[config.mk]
export PLATFORM = sky130hd
export DESIGN_NAME = draw_command_upscale_2x_flat
export DESIGN_NICKNAME = d
export VERILOG_FILES = /design/src/design/dcu2x_pkg.sv /design/src/design/dcu2x_if.sv /design/src/design/draw_command_upscale_2x.sv /design/src/design/dcu2x_expand.sv /design/src/design/dcu2x_out_reg.sv /design/src/flat_wrapper.sv
export SDC_FILE = /design/constraint.sdc
export NUM_CORES = 1
export LEC_CHECK = 0
export BUFFER_PORTS_ARGS = -buffer_cell sky130_fd_sc_hd__buf_2
export CAP_MARGIN = 20
export CORE_MARGIN = 2
export CORE_UTILIZATION = 30
export CTS_BUF_LIST = sky130_fd_sc_hd__clkbuf_16
export DETAILED_ROUTE_END_ITERATION = 7
export GPL_TIMING_DRIVEN = 0
export PLACE_DENSITY = 0.5
export SLEW_MARGIN = 0
export SYNTH_ARGS = -nofsm -noshare
export SYNTH_HDL_FRONTEND = slang
export SYNTH_SLANG_ARGS = --single-unit
[constraint.sdc]
create_clock -name i_clk -period 10.2 [get_ports i_clk]
set_clock_uncertainty 0.2 [all_clocks]
set_input_delay 0 -clock i_clk [delete_from_list [all_inputs] [get_ports i_clk]]
set_output_delay 0 -clock i_clk [all_outputs]
set_load 0.03 [all_outputs]
[src/design/dcu2x_pkg.sv]
// ----------------------------------------------------------------------------
// dcu2x_pkg
// Command codes, beat types and bit-doubling helper for the 2x upscaler.
// ----------------------------------------------------------------------------
`timescale 1ns / 1ps

package dcu2x_pkg;

    // Command codes
    localparam logic [2:0] FN_PIXEL  = 3'd0;
    localparam logic [2:0] FN_SOLID  = 3'd1;
    localparam logic [2:0] FN_FIXED  = 3'd2;
    localparam logic [2:0] FN_BITMAP = 3'd3;
    localparam logic [2:0] FN_CLIP   = 3'd4;
    localparam logic [2:0] FN_DIM    = 3'd5;
    localparam logic [2:0] FN_PASS   = 3'd6;

    // Direction codes
    localparam logic [1:0] DIR_RIGHT = 2'd0;
    localparam logic [1:0] DIR_DOWN  = 2'd1;
    localparam logic [1:0] DIR_LEFT  = 2'd2;
    localparam logic [1:0] DIR_UP    = 2'd3;

    // Bitmap chunk geometry
    localparam logic [13:0] CHUNK_PIX = 14'd8;
    localparam logic [14:0] CHUNK_LEN = 15'd16;

    typedef struct packed {
        logic [2:0]         func;
        logic signed [14:0] pos_x;
        logic signed [14:0] pos_y;
        logic [13:0]        length;
        logic [1:0]         direction;
        logic [13:0]        chunk_offset;
        logic [7:0]         bitmap_byte;
        logic [14:0]        box_w;
        logic [14:0]        box_h;
    } t_cmd;

    typedef struct packed {
        logic [2:0]         out_func;
        logic signed [15:0] out_x;
        logic signed [15:0] out_y;
        logic [14:0]        out_length;
        logic [1:0]         out_direction;
        logic [15:0]        out_bitmap;
        logic [15:0]        out_w;
        logic [15:0]        out_h;
        logic               last;
    } t_res;

    // Per-beat control from the expander
    typedef struct packed {
        logic emit;   // this beat produces a result
        logic done;   // this beat retires the held command
    } t_beat_ctl;

    function automatic logic [15:0] double_bits(input logic [7:0] b);
        logic [15:0] r;
        for (int k = 0; k < 8; k++) begin
            r[2*k]   = b[k];
            r[2*k+1] = b[k];
        end
        return r;
    endfunction

endpackage

[src/design/dcu2x_if.sv]
// ----------------------------------------------------------------------------
// dcu2x_cmd_if / dcu2x_res_if
// Valid/ready channels for logical commands in and physical commands out.
// ----------------------------------------------------------------------------
`timescale 1ns / 1ps

interface dcu2x_cmd_if;
    logic               valid;
    logic               ready;
    logic [2:0]         func;
    logic signed [14:0] pos_x;
    logic signed [14:0] pos_y;
    logic [13:0]        length;
    logic [1:0]         direction;
    logic [13:0]        chunk_offset;
    logic [7:0]         bitmap_byte;
    logic [14:0]        box_w;
    logic [14:0]        box_h;

    modport source (
        output valid, func, pos_x, pos_y, length, direction, chunk_offset,
               bitmap_byte, box_w, box_h,
        input  ready
    );
    modport sink (
        input  valid, func, pos_x, pos_y, length, direction, chunk_offset,
               bitmap_byte, box_w, box_h,
        output ready
    );
endinterface

interface dcu2x_res_if;
    logic               valid;
    logic               ready;
    logic [2:0]         out_func;
    logic signed [15:0] out_x;
    logic signed [15:0] out_y;
    logic [14:0]        out_length;
    logic [1:0]         out_direction;
    logic [15:0]        out_bitmap;
    logic [15:0]        out_w;
    logic [15:0]        out_h;
    logic               last;

    modport source (
        output valid, out_func, out_x, out_y, out_length, out_direction,
               out_bitmap, out_w, out_h, last,
        input  ready
    );
    modport sink (
        input  valid, out_func, out_x, out_y, out_length, out_direction,
               out_bitmap, out_w, out_h, last,
        output ready
    );
endinterface

[src/design/draw_command_upscale_2x.sv]
// ----------------------------------------------------------------------------
// draw_command_upscale_2x
// 2x nearest-neighbor scaler for a stream of drawing commands. A pixel
// becomes four pixels, a solid or fixed line two lines of doubled length,
// a bitmap chunk two lines with a bit-doubled 16-bit bitmap (a chunk that
// starts at or past the end of its run is dropped), a clip box is doubled,
// a dimension reply halved, anything else forwarded. Every result carries
// last on the final beat of its command. Rate: the result register takes
// one beat per cycle while the downstream is ready; the input stage holds
// a command until its last beat is done, a dropped chunk for its single
// empty beat, and takes a new one in the cycle that last beat leaves it.
// Accepted commands are registered in the input stage, their beats in the
// result register. Coordinates wrap to min(COORD_WIDTH, 18) bits two's
// complement, sign-extended (or truncated) in the 16-bit output fields.
// ----------------------------------------------------------------------------
`timescale 1ns / 1ps

module draw_command_upscale_2x
    import dcu2x_pkg::*;
#(
    parameter int COORD_WIDTH = 16
) (
    input  logic        i_clk,
    input  logic        i_rst_n,
    dcu2x_cmd_if.sink   i_cmd,
    dcu2x_res_if.source o_res
);

    // Input stage: held command and its beat counter
    logic       r_in_valid, n_in_valid;
    t_cmd       r_in;
    logic [1:0] r_beat, n_beat;

    t_res       beat_res;
    t_beat_ctl  beat_ctl;
    logic       out_space;
    logic       advance;
    logic       accept;

    // Advance the held command when its beat lands in the result register,
    // or at once when the beat produces nothing.
    assign advance     = r_in_valid & (~beat_ctl.emit | out_space);
    assign i_cmd.ready = ~r_in_valid | (advance & beat_ctl.done);
    assign accept      = i_cmd.valid & i_cmd.ready;

    always_comb begin
        n_in_valid = r_in_valid;
        n_beat     = r_beat;
        if (advance) begin
            if (beat_ctl.done) begin
                n_in_valid = 1'b0;
                n_beat     = 2'd0;
            end else begin
                n_beat = r_beat + 2'd1;
            end
        end
        if (accept) begin
            n_in_valid = 1'b1;
            n_beat     = 2'd0;
        end
    end

    always_ff @(posedge i_clk) begin
        if (!i_rst_n) begin
            r_in_valid <= 1'b0;
            r_beat     <= 2'd0;
        end else begin
            r_in_valid <= n_in_valid;
            r_beat     <= n_beat;
        end
    end

    // Capture the command payload on accept; no reset needed
    always_ff @(posedge i_clk) begin
        if (accept) begin
            r_in.func         <= i_cmd.func;
            r_in.pos_x        <= i_cmd.pos_x;
            r_in.pos_y        <= i_cmd.pos_y;
            r_in.length       <= i_cmd.length;
            r_in.direction    <= i_cmd.direction;
            r_in.chunk_offset <= i_cmd.chunk_offset;
            r_in.bitmap_byte  <= i_cmd.bitmap_byte;
            r_in.box_w        <= i_cmd.box_w;
            r_in.box_h        <= i_cmd.box_h;
        end
    end

    // Build the physical command for the current beat
    dcu2x_expand #(
        .COORD_WIDTH (COORD_WIDTH)
    ) u_expand (
        .i_cmd  (r_in),
        .i_beat (r_beat),
        .o_res  (beat_res),
        .o_ctl  (beat_ctl)
    );

    // Result register toward the display driver
    dcu2x_out_reg u_out_reg (
        .i_clk   (i_clk),
        .i_rst_n (i_rst_n),
        .i_valid (r_in_valid & beat_ctl.emit),
        .i_res   (beat_res),
        .o_space (out_space),
        .o_res   (o_res)
    );

endmodule

[src/design/dcu2x_expand.sv]
// ----------------------------------------------------------------------------
// dcu2x_expand
// Builds the physical command for one beat of a held logical command.
// ----------------------------------------------------------------------------
`timescale 1ns / 1ps

module dcu2x_expand
    import dcu2x_pkg::*;
#(
    parameter int COORD_WIDTH = 16
) (
    input  t_cmd      i_cmd,
    input  logic [1:0] i_beat,
    output t_res      o_res,
    output t_beat_ctl o_ctl
);

    // Exact coordinates fit in 18 signed bits
    localparam int EXACT_W = 18;
    localparam int WRAP_W  = (COORD_WIDTH < EXACT_W) ? COORD_WIDTH : EXACT_W;

    function automatic logic [15:0] wrap_coord(input logic [EXACT_W-1:0] v);
        logic [EXACT_W-1:0] s;
        s = EXACT_W'($signed(v[WRAP_W-1:0]));
        return s[15:0];
    endfunction

    logic signed [16:0]   sx, sy;
    logic signed [16:0]   offs;
    logic [EXACT_W-1:0]   ex, ey;
    logic                 addx, addy;
    logic [13:0]          rem;
    logic                 drop;

    assign offs = $signed({3'd0, i_cmd.chunk_offset});
    assign rem  = i_cmd.length - i_cmd.chunk_offset;
    assign drop = (i_cmd.func == FN_BITMAP) && (i_cmd.chunk_offset >= i_cmd.length);

    // Chunk start moves along the line direction
    always_comb begin
        sx = 17'(i_cmd.pos_x);
        sy = 17'(i_cmd.pos_y);
        if (i_cmd.func == FN_BITMAP) begin
            unique case (i_cmd.direction)
                DIR_RIGHT: sx = 17'(i_cmd.pos_x) + offs;
                DIR_DOWN:  sy = 17'(i_cmd.pos_y) + offs;
                DIR_LEFT:  sx = 17'(i_cmd.pos_x) - offs;
                DIR_UP:    sy = 17'(i_cmd.pos_y) - offs;
                default:   sx = 17'(i_cmd.pos_x);
            endcase
        end
    end

    // Corner or cross offset for this beat
    always_comb begin
        if (i_cmd.func == FN_PIXEL) begin
            addx = i_beat[0] ^ i_beat[1];
            addy = i_beat[1];
        end else begin
            addx = i_beat[0] &  i_cmd.direction[0];
            addy = i_beat[0] & ~i_cmd.direction[0];
        end
    end

    assign ex = EXACT_W'({sx, 1'b0}) + {{(EXACT_W-1){1'b0}}, addx};
    assign ey = EXACT_W'({sy, 1'b0}) + {{(EXACT_W-1){1'b0}}, addy};

    always_comb begin
        o_res               = '0;
        o_res.out_func      = i_cmd.func;
        o_res.out_direction = i_cmd.direction;
        o_ctl.emit          = 1'b1;
        o_ctl.done          = 1'b1;
        unique case (i_cmd.func) inside
            FN_PIXEL: begin
                o_res.out_x = wrap_coord(ex);
                o_res.out_y = wrap_coord(ey);
                o_ctl.done  = (i_beat == 2'd3);
            end
            FN_SOLID, FN_FIXED: begin
                o_res.out_x      = wrap_coord(ex);
                o_res.out_y      = wrap_coord(ey);
                o_res.out_length = {i_cmd.length, 1'b0};
                o_ctl.done       = i_beat[0];
            end
            FN_BITMAP: begin
                o_res.out_x      = wrap_coord(ex);
                o_res.out_y      = wrap_coord(ey);
                o_res.out_length = (rem >= CHUNK_PIX) ? CHUNK_LEN : {rem, 1'b0};
                o_res.out_bitmap = double_bits(i_cmd.bitmap_byte);
                o_ctl.done       = i_beat[0] | drop;
                o_ctl.emit       = ~drop;
            end
            FN_CLIP: begin
                o_res.out_x = wrap_coord(ex);
                o_res.out_y = wrap_coord(ey);
                o_res.out_w = {i_cmd.box_w, 1'b0};
                o_res.out_h = {i_cmd.box_h, 1'b0};
            end
            FN_DIM: begin
                o_res.out_w = {2'd0, i_cmd.box_w[14:1]};
                o_res.out_h = {2'd0, i_cmd.box_h[14:1]};
            end
            default: begin
                // Passthrough and undefined codes: forward fields as they are
                o_res.out_x      = wrap_coord(EXACT_W'(i_cmd.pos_x));
                o_res.out_y      = wrap_coord(EXACT_W'(i_cmd.pos_y));
                o_res.out_length = {1'b0, i_cmd.length};
                o_res.out_bitmap = {8'd0, i_cmd.bitmap_byte};
                o_res.out_w      = {1'b0, i_cmd.box_w};
                o_res.out_h      = {1'b0, i_cmd.box_h};
            end
        endcase
        o_res.last = o_ctl.done;
    end

endmodule

[src/design/dcu2x_out_reg.sv]
// ----------------------------------------------------------------------------
// dcu2x_out_reg
// Result register on the downstream channel; loads when empty or draining.
// ----------------------------------------------------------------------------
`timescale 1ns / 1ps

module dcu2x_out_reg
    import dcu2x_pkg::*;
(
    input  logic        i_clk,
    input  logic        i_rst_n,
    input  logic        i_valid,
    input  t_res        i_res,
    output logic        o_space,
    dcu2x_res_if.source o_res
);

    logic r_valid, n_valid;
    t_res r_res;
    logic load;

    assign o_space = ~r_valid | o_res.ready;
    assign load    = i_valid & o_space;

    always_comb begin
        n_valid = r_valid;
        if (load) begin
            n_valid = 1'b1;
        end else if (o_res.ready) begin
            n_valid = 1'b0;
        end
    end

    always_ff @(posedge i_clk) begin
        if (!i_rst_n) begin
            r_valid <= 1'b0;
        end else begin
            r_valid <= n_valid;
        end
    end

    always_ff @(posedge i_clk) begin
        if (load) begin
            r_res <= i_res;
        end
    end

    assign o_res.valid         = r_valid;
    assign o_res.out_func      = r_res.out_func;
    assign o_res.out_x         = r_res.out_x;
    assign o_res.out_y         = r_res.out_y;
    assign o_res.out_length    = r_res.out_length;
    assign o_res.out_direction = r_res.out_direction;
    assign o_res.out_bitmap    = r_res.out_bitmap;
    assign o_res.out_w         = r_res.out_w;
    assign o_res.out_h         = r_res.out_h;
    assign o_res.last          = r_res.last;

endmodule

[src/flat_wrapper.sv]
// flat-port wrapper written by rule: the top's interface ports become plain ports
module draw_command_upscale_2x_flat import dcu2x_pkg::*;
#(
    parameter int COORD_WIDTH = 16
)
  (i_clk, i_rst_n, i_cmd_valid, i_cmd_func, i_cmd_pos_x, i_cmd_pos_y, i_cmd_length, i_cmd_direction, i_cmd_chunk_offset, i_cmd_bitmap_byte, i_cmd_box_w, i_cmd_box_h, i_cmd_ready, o_res_valid, o_res_out_func, o_res_out_x, o_res_out_y, o_res_out_length, o_res_out_direction, o_res_out_bitmap, o_res_out_w, o_res_out_h, o_res_last, o_res_ready);
  dcu2x_cmd_if i_cmd_i ();
  dcu2x_res_if o_res_i ();
  input  logic i_clk;
  input  logic i_rst_n;
  input wire logic [$bits(i_cmd_i.valid)-1:0] i_cmd_valid;
  input wire logic [$bits(i_cmd_i.func)-1:0] i_cmd_func;
  input wire logic [$bits(i_cmd_i.pos_x)-1:0] i_cmd_pos_x;
  input wire logic [$bits(i_cmd_i.pos_y)-1:0] i_cmd_pos_y;
  input wire logic [$bits(i_cmd_i.length)-1:0] i_cmd_length;
  input wire logic [$bits(i_cmd_i.direction)-1:0] i_cmd_direction;
  input wire logic [$bits(i_cmd_i.chunk_offset)-1:0] i_cmd_chunk_offset;
  input wire logic [$bits(i_cmd_i.bitmap_byte)-1:0] i_cmd_bitmap_byte;
  input wire logic [$bits(i_cmd_i.box_w)-1:0] i_cmd_box_w;
  input wire logic [$bits(i_cmd_i.box_h)-1:0] i_cmd_box_h;
  output wire logic [$bits(i_cmd_i.ready)-1:0] i_cmd_ready;
  output wire logic [$bits(o_res_i.valid)-1:0] o_res_valid;
  output wire logic [$bits(o_res_i.out_func)-1:0] o_res_out_func;
  output wire logic [$bits(o_res_i.out_x)-1:0] o_res_out_x;
  output wire logic [$bits(o_res_i.out_y)-1:0] o_res_out_y;
  output wire logic [$bits(o_res_i.out_length)-1:0] o_res_out_length;
  output wire logic [$bits(o_res_i.out_direction)-1:0] o_res_out_direction;
  output wire logic [$bits(o_res_i.out_bitmap)-1:0] o_res_out_bitmap;
  output wire logic [$bits(o_res_i.out_w)-1:0] o_res_out_w;
  output wire logic [$bits(o_res_i.out_h)-1:0] o_res_out_h;
  output wire logic [$bits(o_res_i.last)-1:0] o_res_last;
  input wire logic [$bits(o_res_i.ready)-1:0] o_res_ready;
  assign i_cmd_i.valid = i_cmd_valid;
  assign i_cmd_i.func = i_cmd_func;
  assign i_cmd_i.pos_x = i_cmd_pos_x;
  assign i_cmd_i.pos_y = i_cmd_pos_y;
  assign i_cmd_i.length = i_cmd_length;
  assign i_cmd_i.direction = i_cmd_direction;
  assign i_cmd_i.chunk_offset = i_cmd_chunk_offset;
  assign i_cmd_i.bitmap_byte = i_cmd_bitmap_byte;
  assign i_cmd_i.box_w = i_cmd_box_w;
  assign i_cmd_i.box_h = i_cmd_box_h;
  assign i_cmd_ready = i_cmd_i.ready;
  assign o_res_valid = o_res_i.valid;
  assign o_res_out_func = o_res_i.out_func;
  assign o_res_out_x = o_res_i.out_x;
  assign o_res_out_y = o_res_i.out_y;
  assign o_res_out_length = o_res_i.out_length;
  assign o_res_out_direction = o_res_i.out_direction;
  assign o_res_out_bitmap = o_res_i.out_bitmap;
  assign o_res_out_w = o_res_i.out_w;
  assign o_res_out_h = o_res_i.out_h;
  assign o_res_last = o_res_i.last;
  assign o_res_i.ready = o_res_ready;
  draw_command_upscale_2x #(.COORD_WIDTH(COORD_WIDTH)) u_core (.i_clk(i_clk), .i_rst_n(i_rst_n), .i_cmd(i_cmd_i), .o_res(o_res_i));
endmodule
After elaboration in Yosys (flattened, before gate mapping) --
Index checks and enable logic that the tools add are counted.
Word-level totals: bits in registers 206, input port bits 105, output and inout bits 103, word-level logic and storage cells 90
Cells by class: add/sub/neg operators 8, magnitude comparators 2, equality and inequality tests 9, muxes and demuxes 19, bitwise logic cells 18, reduce and logical (&&, ||, !) cells 13
Operators by type and width (number):
- $pmux 32 s3 | 1
- $pmux 32 s2 | 1
- $pmux 15 s2 | 2
- $mux 15 | 3
- $pmux 15 s3 | 1
- $add 16x1->16 | 2
- $pmux 16 s2 | 1
- $add 15x15->15 | 2
- $sub 15x15->15 | 2
- $ge 14x14->1 | 1
- $ge 14x4->1 const B | 1
- $sub 14x14->14 | 1
- $reduce_or 5->1 | 2
- $mux 1 | 8
- $and 1x1->1 | 7
- $eq 2x2->1 const B | 3
- $eq 3x2->1 const B | 2
- $eq 3x3->1 const B | 2
- $not 1->1 | 6
- $reduce_bool 2->1 | 3
- $or 1x1->1 | 4
- $reduce_or 2->1 | 2
- $reduce_or 4->1 | 1
- $eq 3x1->1 const B | 1
- other kinds (10) | 10

Longest topological paths before layout --
Gate-level depths: netlist (run 1).
depth after elaboration 12, gate-level depth with buffers 16, depth with buffers taken out 15

Cells and area by module --
A second synthesis (run 1) with hierarchy kept.
Second synthesis, totals: cell total of the unflattened synthesis 880, area, all modules 10535.1 µm²
By module, submodules not included:
- dcu2x_expand | instances 1, cells an instance 653, area an instance 4256.6 µm², sequential area each 0.0 µm²
- draw_command_upscale_2x | instances 1, cells an instance 121, area an instance 3188.1 µm², sequential area each 3093.0 µm²
- dcu2x_out_reg | instances 1, cells an instance 106, area an instance 3090.5 µm², sequential area each 3052.9 µm²

Worst setup path before layout (run 1) --
No wires, ideal clock.
path kind flip-flop to flip-flop, start point reg u_core.r_in[46] (netlist name), end point reg u_core.u_out_reg.r_res, in the netlist u_core.u_out_reg.o_res.last (enable), setup time 0.554 ns, arrival time 5.887 ns, data required time 9.446 ns, slack 3.559 ns, cell stages (with the launch flop) 12, buffers on the path 1, period minus slack after synthesis 6.641 ns, cell sequence edfxtp_1 clkbuf_1 inv_1 ha_1 nand2_1 o21ai_1 a21oi_1 o21bai_2 a2111oi_4 o21ai_2 nand2_1 nor2_1
On the way: cells in the longest elaborated chain, start to end 6
Ends and longest elaborated chain:
- start: declaration | line draw_command_upscale_2x.sv:31 | t_cmd r_in;
- $ge 14x14->1 | line dcu2x_expand.sv:37 | assign drop = (i_cmd.func == FN_BITMAP) && (i_cmd.chunk_offset >= i_cmd.length);
- $logic_and 1x1->1 | line dcu2x_expand.sv:37
- $not 1->1 | line dcu2x_expand.sv:92 | o_ctl.emit = ~drop;
- $mux 1 | line dcu2x_expand.sv:74 | unique case (i_cmd.func) inside
- $and 1x1->1 | line draw_command_upscale_2x.sv:102 | .i_valid (r_in_valid & beat_ctl.emit),
- $and 1x1->1 | line dcu2x_out_reg.sv:23 | assign load = i_valid & o_space;
- named net u_core.u_out_reg.load | line dcu2x_out_reg.sv:20 | logic load;
- end signal: assignment | line dcu2x_out_reg.sv:44 | r_res <= i_res;
- end: declaration | line dcu2x_out_reg.sv:19 | t_res r_res;
The timed path passes the listed nets, and every way through them passes these cells. A chain may end at the register's enable or synchronous reset.

Worst setup path in the final report (run 1) --
start point reg u_core.r_in[38] (netlist name), end point reg u_core.r_in[80] (netlist name) (enable)
On the way: cells in the longest elaborated chain, start to end 10, elaborated cells between the ends (all ways) 12, those cells by class order compare: 1; mux: 2; bitwise: 8; reduce/logical: 1
Ends and longest elaborated chain:
- $ge 14x14->1 * | line dcu2x_expand.sv:37
- $logic_and 1x1->1 * | line dcu2x_expand.sv:37
- $not 1->1 | line dcu2x_expand.sv:92
- $mux 1 | line dcu2x_expand.sv:74
- $not 1->1 | line draw_command_upscale_2x.sv:42 | assign advance = r_in_valid & (~beat_ctl.emit | out_space);
- $or 1x1->1 | line draw_command_upscale_2x.sv:42
- $and 1x1->1 | line draw_command_upscale_2x.sv:42
- $and 1x1->1 * | line draw_command_upscale_2x.sv:43 | assign i_cmd.ready = ~r_in_valid | (advance & beat_ctl.done);
- $or 1x1->1 * | line draw_command_upscale_2x.sv:43
- $and 1x1->1 * | line draw_command_upscale_2x.sv:44 | assign accept = i_cmd.valid & i_cmd.ready;
- named net u_core.accept | line draw_command_upscale_2x.sv:38 | logic accept;
The timed path passes the listed nets; every way through them passes the cells marked *.

==> summary.md, run 1 <==
| Metric | Value |
|---|---|
| Status | finished, final reports clean |
| Final-layout fill cell count | 3310 |
| P_leak | roughly 6 nW |
| GRT Util Overall | 0.1648 |
| Ys Warns | 0 |
| Max-slew headroom | 0.4042 |
| Pre-antenna DRT Iters | 5 |
| Hold Path Stages | 2 |
| Setup slack, reg-to-reg | around 5.8 ns |
| Worst r2r path cells | 12 |
| Yosys cell types | 68 |
| Setup TNS | 0 ns |
| Placer Congestion | 0.8324 |
| Post-CTS sizing | 0 |
| Deepest clock path buffer count | 3 |
| CP endpoint kind | register |
| Max FO, Critical Path | 55 |
| Hold Path Class | input pin to register |
| WHS | ~0.013 ns |
| Cell taking the most area after synthesis | edfxtp_1 |
| HP Start | i_cmd_pos_y[8] |
| Vias/cell | 4.701 |
| Power per Cell Area | approximately 160 nW/um^2 |
| Final Slew Violations | 0 |
| Detailed-route via count | 8255 |
| Ys async rst share | 0 |
| First-pass GRT wire length | approximately 46000 um |
| Post-Syn Instances | 865 |
| Main synth FF type | edfxtp_1 |
| ANT nets after route | 0 |
| FF-to-FF End | u_core.r_in[80] |
| Pin count of the biggest net entering global routing | 56 |
| Design Area, Final | 14670 sq um |
| Most frequent cells in the layout | 209 x buf_2, 198 x edfxtp_1, 182 x dlygate4sd3_1 |
| Clock-pin slew on the worst setup and hold paths | 0.06 ns |
| CTS tree | built |
| Post-synth EDFFs | 198 |
| Area share of the largest cell type after synthesis | 0.5695 |
| Cts bufs inserted | 25 |
| Final WL | approximately 30000 um |
| FF-to-FF Start | u_core.r_in[38] |
| DP Cell Count | 1531 |
| Routed WL per cell | 17.60 um |
| Start point of the critical path | u_core.r_in[38] |
| Max H-tree Level | 1 |
| Tmin final | 4.405 ns |
| PortBufs | 207 |
| Element type at the critical path start | register |
| Final number of setup-violating endpoints | 0 |
| Placed Instance Area | between 10000 and 15000 sq um |
| Clock sink count | 202 |
| Row count | 68 |
| Ports | 208 |
| DRC | 0 |
| Post-synthesis sequential area ratio | 0.5772 |
| Grt ovf | 0 |
| Antenna cell count | 0 |
| Commonest non-fill, non-tap cell in the layout | buf_2 |
| Non-filler instance count after layout | roughly 1800 |
| Max cap viols | 0 |
| Latest clock arrival within the worst-skew pair | between 0.5 and 0.6 ns |
| Synth Cell Area | 10440 sq um |
| Worst slew pin tran | 0.8938 ns |
| Share of cells above drive strength 1 | 0.2121 |
| Die Span Y | 190.5 um |
| Starting Density | 0.3037 |
| Syn avg cell area | around 12 sq um |
| Full die area | 36310 sq um |
| Number of global-route vias before repair | 8150 |
| Root Buffer | clkbuf_16 |
| Required @ worst endpoint | 10.18 ns |
| Crit Path Category | register to register |
| Post-Syn Nets | 1017 |
| Final Cycle Share | 0.4318 |
| Initial DRC Count | between 300 and 400 |
| Placeable Area | 34370 sq um |
| Initial antenna violation count | 1 |
| Area Growth Syn to Fin | 40.53% |
| Final net count | 1437 |
| Hold endpoint | u_core.r_in[76] |
| RSZ-0062 raised after global routing | no |
| Crit path DAT | 4.39 ns |
| Fmax | 227.0 MHz |
| Synth top area cells | edfxtp_1 57%, ha_1 5.3%, a22o_1 3.8% |
| HPWL Detailed | 22020 um |
| Endpoints failing hold | 0 |
| Die Width | 190.5 um |
| Seq cells post-synth | just over 200 |
| Tot Pwr | 0.002308 W |
| Maximum vdd drop | 0.1137 mV |
[Yosys cell counts (all sizes together), types with 3 or more instances]
| library cell | n |
|---|---|
| a211oi | 10 |
| a21o | 9 |
| a21oi | 24 |
| a22o | 45 |
| a22oi | 7 |
| a31o | 3 |
| a31oi | 4 |
| a32oi | 4 |
| and2 | 36 |
| and3 | 10 |
| buf | 11 |
| clkbuf | 30 |
| dfxtp | 4 |
| edfxtp | 198 |
| fa | 3 |
| ha | 44 |
| inv | 30 |
| mux2i | 28 |
| nand2 | 83 |
| nand2b | 7 |
| nand3 | 12 |
| nand4 | 4 |
| nor2 | 49 |
| nor2b | 16 |
| nor3 | 13 |
| nor4 | 3 |
| o211ai | 9 |
| o21ai | 80 |
| o31a | 3 |
| o31ai | 4 |
| or3 | 6 |
| xnor2 | 37 |
| xor2 | 16 |
[worst max-delay path, cell delays in order, from the launching register on]
cell and delay (ns):
edfxtp_1 0.55, ha_1 0.23, inv_1 0.05, fa_1 0.39, a21oi_1 0.23, o21ai_1 0.12, a21oi_1 0.33, nor2_1 0.12
a2111oi_4 0.43, o21ai_2 0.15, o211ai_2 0.16, and2_4 0.67, buf_16 0.32
[per-stage QoR]
stage,worst slack (ns),util
final,5.795,0.4268
after global routing,5.483,0.4268
after CTS,5.755,0.4268
after detailed placement,5.782,0.3533
after global placement,0.7845,0.3504
after floorplan,3.559,-
[power breakdown]
group | total (W) | switching (W) | internal [W]
logic | 0.000503 | 0.000286 | 0.000217
clock network | 0.000782 | 0.000342 | 0.000440
registers | 0.00102 | 0.0000380 | 0.000985
total | 0.00231 | 0.000666 | 0.00164
[logic make-up after synthesis]
kind of cell / count (synthesis) / synth area share
buffers and inverters: 71 / 0.02864
adder cells (fa/ha/maj): 47 / 0.05849
AND/OR/NAND/NOR: 247 / 0.1187
multiplexers: 28 / 0.02685
flip-flops: 202 / 0.5772
XOR/XNOR: 53 / 0.04518
AO/OA/AOI/OAI: 217 / 0.1450
[flip-flops by register name, summed over array words and instances, names as in the netlist]
name / count
u_core.r_in_valid: 1
u_core.r_in: 101
u_core.r_beat: 2
u_core.u_out_reg.o_res.out_h: 16
u_core.u_out_reg.o_res.valid: 1
u_core.u_out_reg.o_res.out_direction: 2
u_core.u_out_reg.o_res.out_length: 15
u_core.u_out_reg.o_res.out_x: 16
u_core.u_out_reg.o_res.out_bitmap: 12
u_core.u_out_reg.o_res.out_y: 16
u_core.u_out_reg.o_res.out_func: 3
u_core.u_out_reg.o_res.out_w: 16
u_core.u_out_reg.o_res.last: 1
[cell type report]
type	instances	area [sq um]	share of cell area
Multi-Input combinational cell	592	4125	0.2812
Timing Repair Buffer	393	2945	0.2007
Clock inverter	18	81.33	0.005543
Buffer	41	186.4	0.01271
Clock buffer	25	625.6	0.04264
Inverter	30	112.6	0.007675
Sequential cell	202	6026	0.4107
Tap cell	455	569.3	0.03880
[how the worst max path moves through the flow]
stage               depth (start not counted)  slack (ns)                               to
floorplan                                  11        3.56      u_core.u_out_reg.o_res.last
global placement                           11        0.78  u_core.u_out_reg.o_res.out_y[9]
detailed placement                         12        5.78                  u_core.r_in[46]
CTS                                        12        5.75                  u_core.r_in[93]
global route                               12        5.48                  u_core.r_in[80]
finish                                     12        5.80                  u_core.r_in[80]
[per-layer routing]
metal | up-vias | GRT usage | share of wire
met5 | - | 0 | 0.00042
met4 | 2 | 0.04711 | 0.025
met3 | 40 | 0.02300 | 0.042
met2 | 197 | 0.2724 | 0.47
met1 | 3956 | 0.2252 | 0.47
li1 | 4060 | - | -
[timing repair]
action / CTS / global route
buffers inserted: 0 / 0
hold buffers: 182 / 0
endpoints found under the hold margin: 107 / 0
Note: power is estimated with default switching activity, not from simulation.
==> run 2, diff against run 1 <==
- ABC_AREA: default -> 1
- clock period: 10.2 -> 4.5 ns (I/O delays scaled with it)
==> summary.md, run 2 <==
| Metric | Value |
|---|---|
| Yosys cell types | 48 |
| Clock sink count | 202 |
| Routed WL per cell | 16.41 um |
| Cell taking the most area after synthesis | edfxtp_1 |
| Pin count of the biggest net entering global routing | about 60 |
| Post-synthesis sequential area ratio | 0.5710 |
| Synth Area in Compound Gates | 0.1045 |
| Row count | 68 |
| Seq cells post-synth | 202 |
| Pre-antenna DRT Iters | 5 |
| Hold buffers post-CTS | 199 |
| Ports | 208 |
| Power per Cell Area | roughly 370 nW/um^2 |
| CP endpoint kind | register |
| Initial antenna violation count | 0 |
| CTS tree | built |
| Root Buffer | clkbuf_16 |
| Final Slew Violations | 0 |
| Area Growth Syn to Fin | 42.81% |
| GRT Util Overall | 0.1721 |
| Max H-tree Level | 1 |
| Final WL | 32340 um |
| Synth top area cells | edfxtp_1 56%, nand2_1 9.7%, ha_1 5.2% |
| Reg power frac | 0.420 |
| Final net count | 1649 |
| Endpoints failing hold | 1 |
| Required @ worst endpoint | between 4 and 5 ns |
| Tmin final | 3.857 ns |
| Non-filler instance count after layout | 1971 |
| Number of global-route vias before repair | ~9000 |
| Ys Warns | 0 |
| Commonest non-fill, non-tap cell in the layout | nand2_1 |
| Final-layout fill cell count | about 3300 |
| Die Width | 191.6 um |
| P_sw | between 0.0015 and 0.002 W |
| HPWL Detailed | 23120 um |
| Grt ovf | 0 |
| Post-Synth Simple-Gate Area | 0.1787 |
| Detailed-route via count | 9047 |
| Max FO, Critical Path | 4 |
| Initial DRC Count | 514 |
| Final Cycle Share | 0.8572 |
| Starting Density | 0.3047 |
| First-pass GRT wire length | 48670 um |
| Full die area | 36690 sq um |
| Syn avg cell area | 9.955 sq um |
| Latest clock arrival within the worst-skew pair | 0.55 ns |
| Element type at the critical path start | register |
| Status | finished, violations left |
| Placeable Area | 34630 sq um |
| Post-CTS sizing | 0 |
| Crit Path Category | register to register |
| Deepest clock path buffer count | 3 |
| Post-Syn Nets | ~1200 |
| P_int | 0.003882 W |
| Max cap viols | 0 |
| Largest family of logic cells by synthesized area | simple AND/OR/NAND/NOR gates |
| Max-slew headroom | 0.3792 |
| ANT nets after route | 0 |
| Area share of the largest cell type after synthesis | 0.5634 |
| Synth Area in XOR/XNOR | 0.02241 |
| Commonest cells post-synth | 273 x nand2_1, 198 x edfxtp_1, 134 x inv_1 |
| Logic pwr share | 0.212 |
| Failing checks | negative hold slack |
| Final cell utilization of the core | 0.4352 |
| Clock power frac | 0.367 |
| Fmax | 259.2 MHz |
| Worst slew pin tran | approximately 0.93 ns |
| Post-Syn Instances | roughly 1100 |
| Share of cells above drive strength 1 | 0.1985 |
| Post-synth EDFFs | 198 |
| Vias/cell | approximately 4.6 |
| Tot Pwr | around 0.0055 W |
| Most frequent cells in the layout | 273 x nand2_1, 214 x buf_2, 199 x dlygate4sd3_1 |
| Antenna cell count | 0 |
| Final number of setup-violating endpoints | 0 |
| DRC | 0 |
| Hold Path Class | input pin to register |
| Max FFs per register | 101 |
| Placer Congestion | 0.8556 |
| PortBufs | 207 |
| Sw Share | 0.2955 |
| Mux cell area share after synthesis | 0.0009485 |
| Maximum vdd drop | 0.2824 mV |
| Clock-pin slew on the worst setup and hold paths | about 0.060 ns |
| Crit path DAT | 3.93 ns |
| WHS | -0.002418 ns |
| Cts bufs inserted | 25 |
| Ys async rst share | 0 |
| RSZ-0062 raised after global routing | no |
| # Post-CTS Setup Buffers | 0 |
| Setup TNS | 0 ns |
| Largest Register | u_core.r_in |
| P_leak | 6.587 nW |
| DP Cell Count | 1726 |
| Synth Cell Area | 10550 sq um |
| Post-synthesis adder-cell area fraction | 0.05786 |
| Main synth FF type | edfxtp_1 |
| Die Span Y | 191.6 um |
| Most numerous cell in the Yosys netlist | nand2_1 |
[run 2: cell type report]
cell class                 count  area [sq um]  area share
buffer                        28         148.9    0.009880
clock buffer                  25         625.6     0.04151
clock inverter                21         197.7     0.01312
inverter                     142         535.5     0.03553
multi-input combinational    688          3852      0.2556
sequential                   202          6026      0.3998
tap                          455         569.3     0.03778
timing repair buffer         410          3115      0.2067
[run 2: logic make-up after synthesis]
kind of cell | count (synthesis)
and+or+nand+nor | 431
DFF | 202
AOI/OAI and AO/OA | 182
buffers and inverters | 170
adders and majority gates | 47
xor gates and xnor gates | 27
muxes | 1
[run 2: critical path, stage by stage, from the launching register on]
cell	delay (ns)
edfxtp_1	0.54
inv_1	0.18
ha_1	0.21
nand2_1	0.11
nor4_4	0.27
nand4_1	0.19
nor2_1	0.15
xor2_1	0.23
nand2_1	0.07
o21ai_0	0.12
ha_1	0.30
inv_1	0.12
nor3_1	0.08
a211oi_1	0.30
a21oi_1	0.10
o21ai_0	0.30
nand2_1	0.11
[run 2: power groups by stage]
stage	sequential (W)	clock, W	combinational [W]
final	0.00232	0.00202	0.00117
after global routing	0.00233	0.00214	0.00130
after CTS	0.00232	0.00207	0.00117
after detailed placement	0.00235	0	0.00103
after global placement	0.00237	0	0.00101
after floorplan	0.00247	0	0.000585
[run 2: path summary, 6_finish.rpt]
path | start | end | slack [ns] | cells past startpoint
setup reg to reg | u_core.r_in[38] | u_core.u_out_reg.o_res.out_x[14] | 0.64 | 16
hold reg to reg | u_core.r_beat[1] | u_core.r_beat[1] | 0.30 | 2
hold / removal | i_cmd_direction[0] | u_core.r_in[52] | -0.002 | 2
setup / recovery | u_core.r_in[38] | u_core.u_out_reg.o_res.out_x[14] | 0.64 | 16
[run 2: metrics by stage]
step,worst slack (ns),area (sq um)
finish,0.6425,15070
global route,0.2931,15070
CTS,0.6438,15070
detailed placement,0.6820,12260
global placement,-1.499,12170
floorplan,0.03694,10560
[run 2: per-layer routing]
metal  part of all wire  track usage  wire length (um)  vias up
met5                  0            0                 0        -
met4              0.023      0.03964               729        0
met3              0.057      0.02589              1842       37
met2               0.47       0.2953             15170      265
met1               0.45       0.2281             14600     4203
li1                   -            -                 -     4542
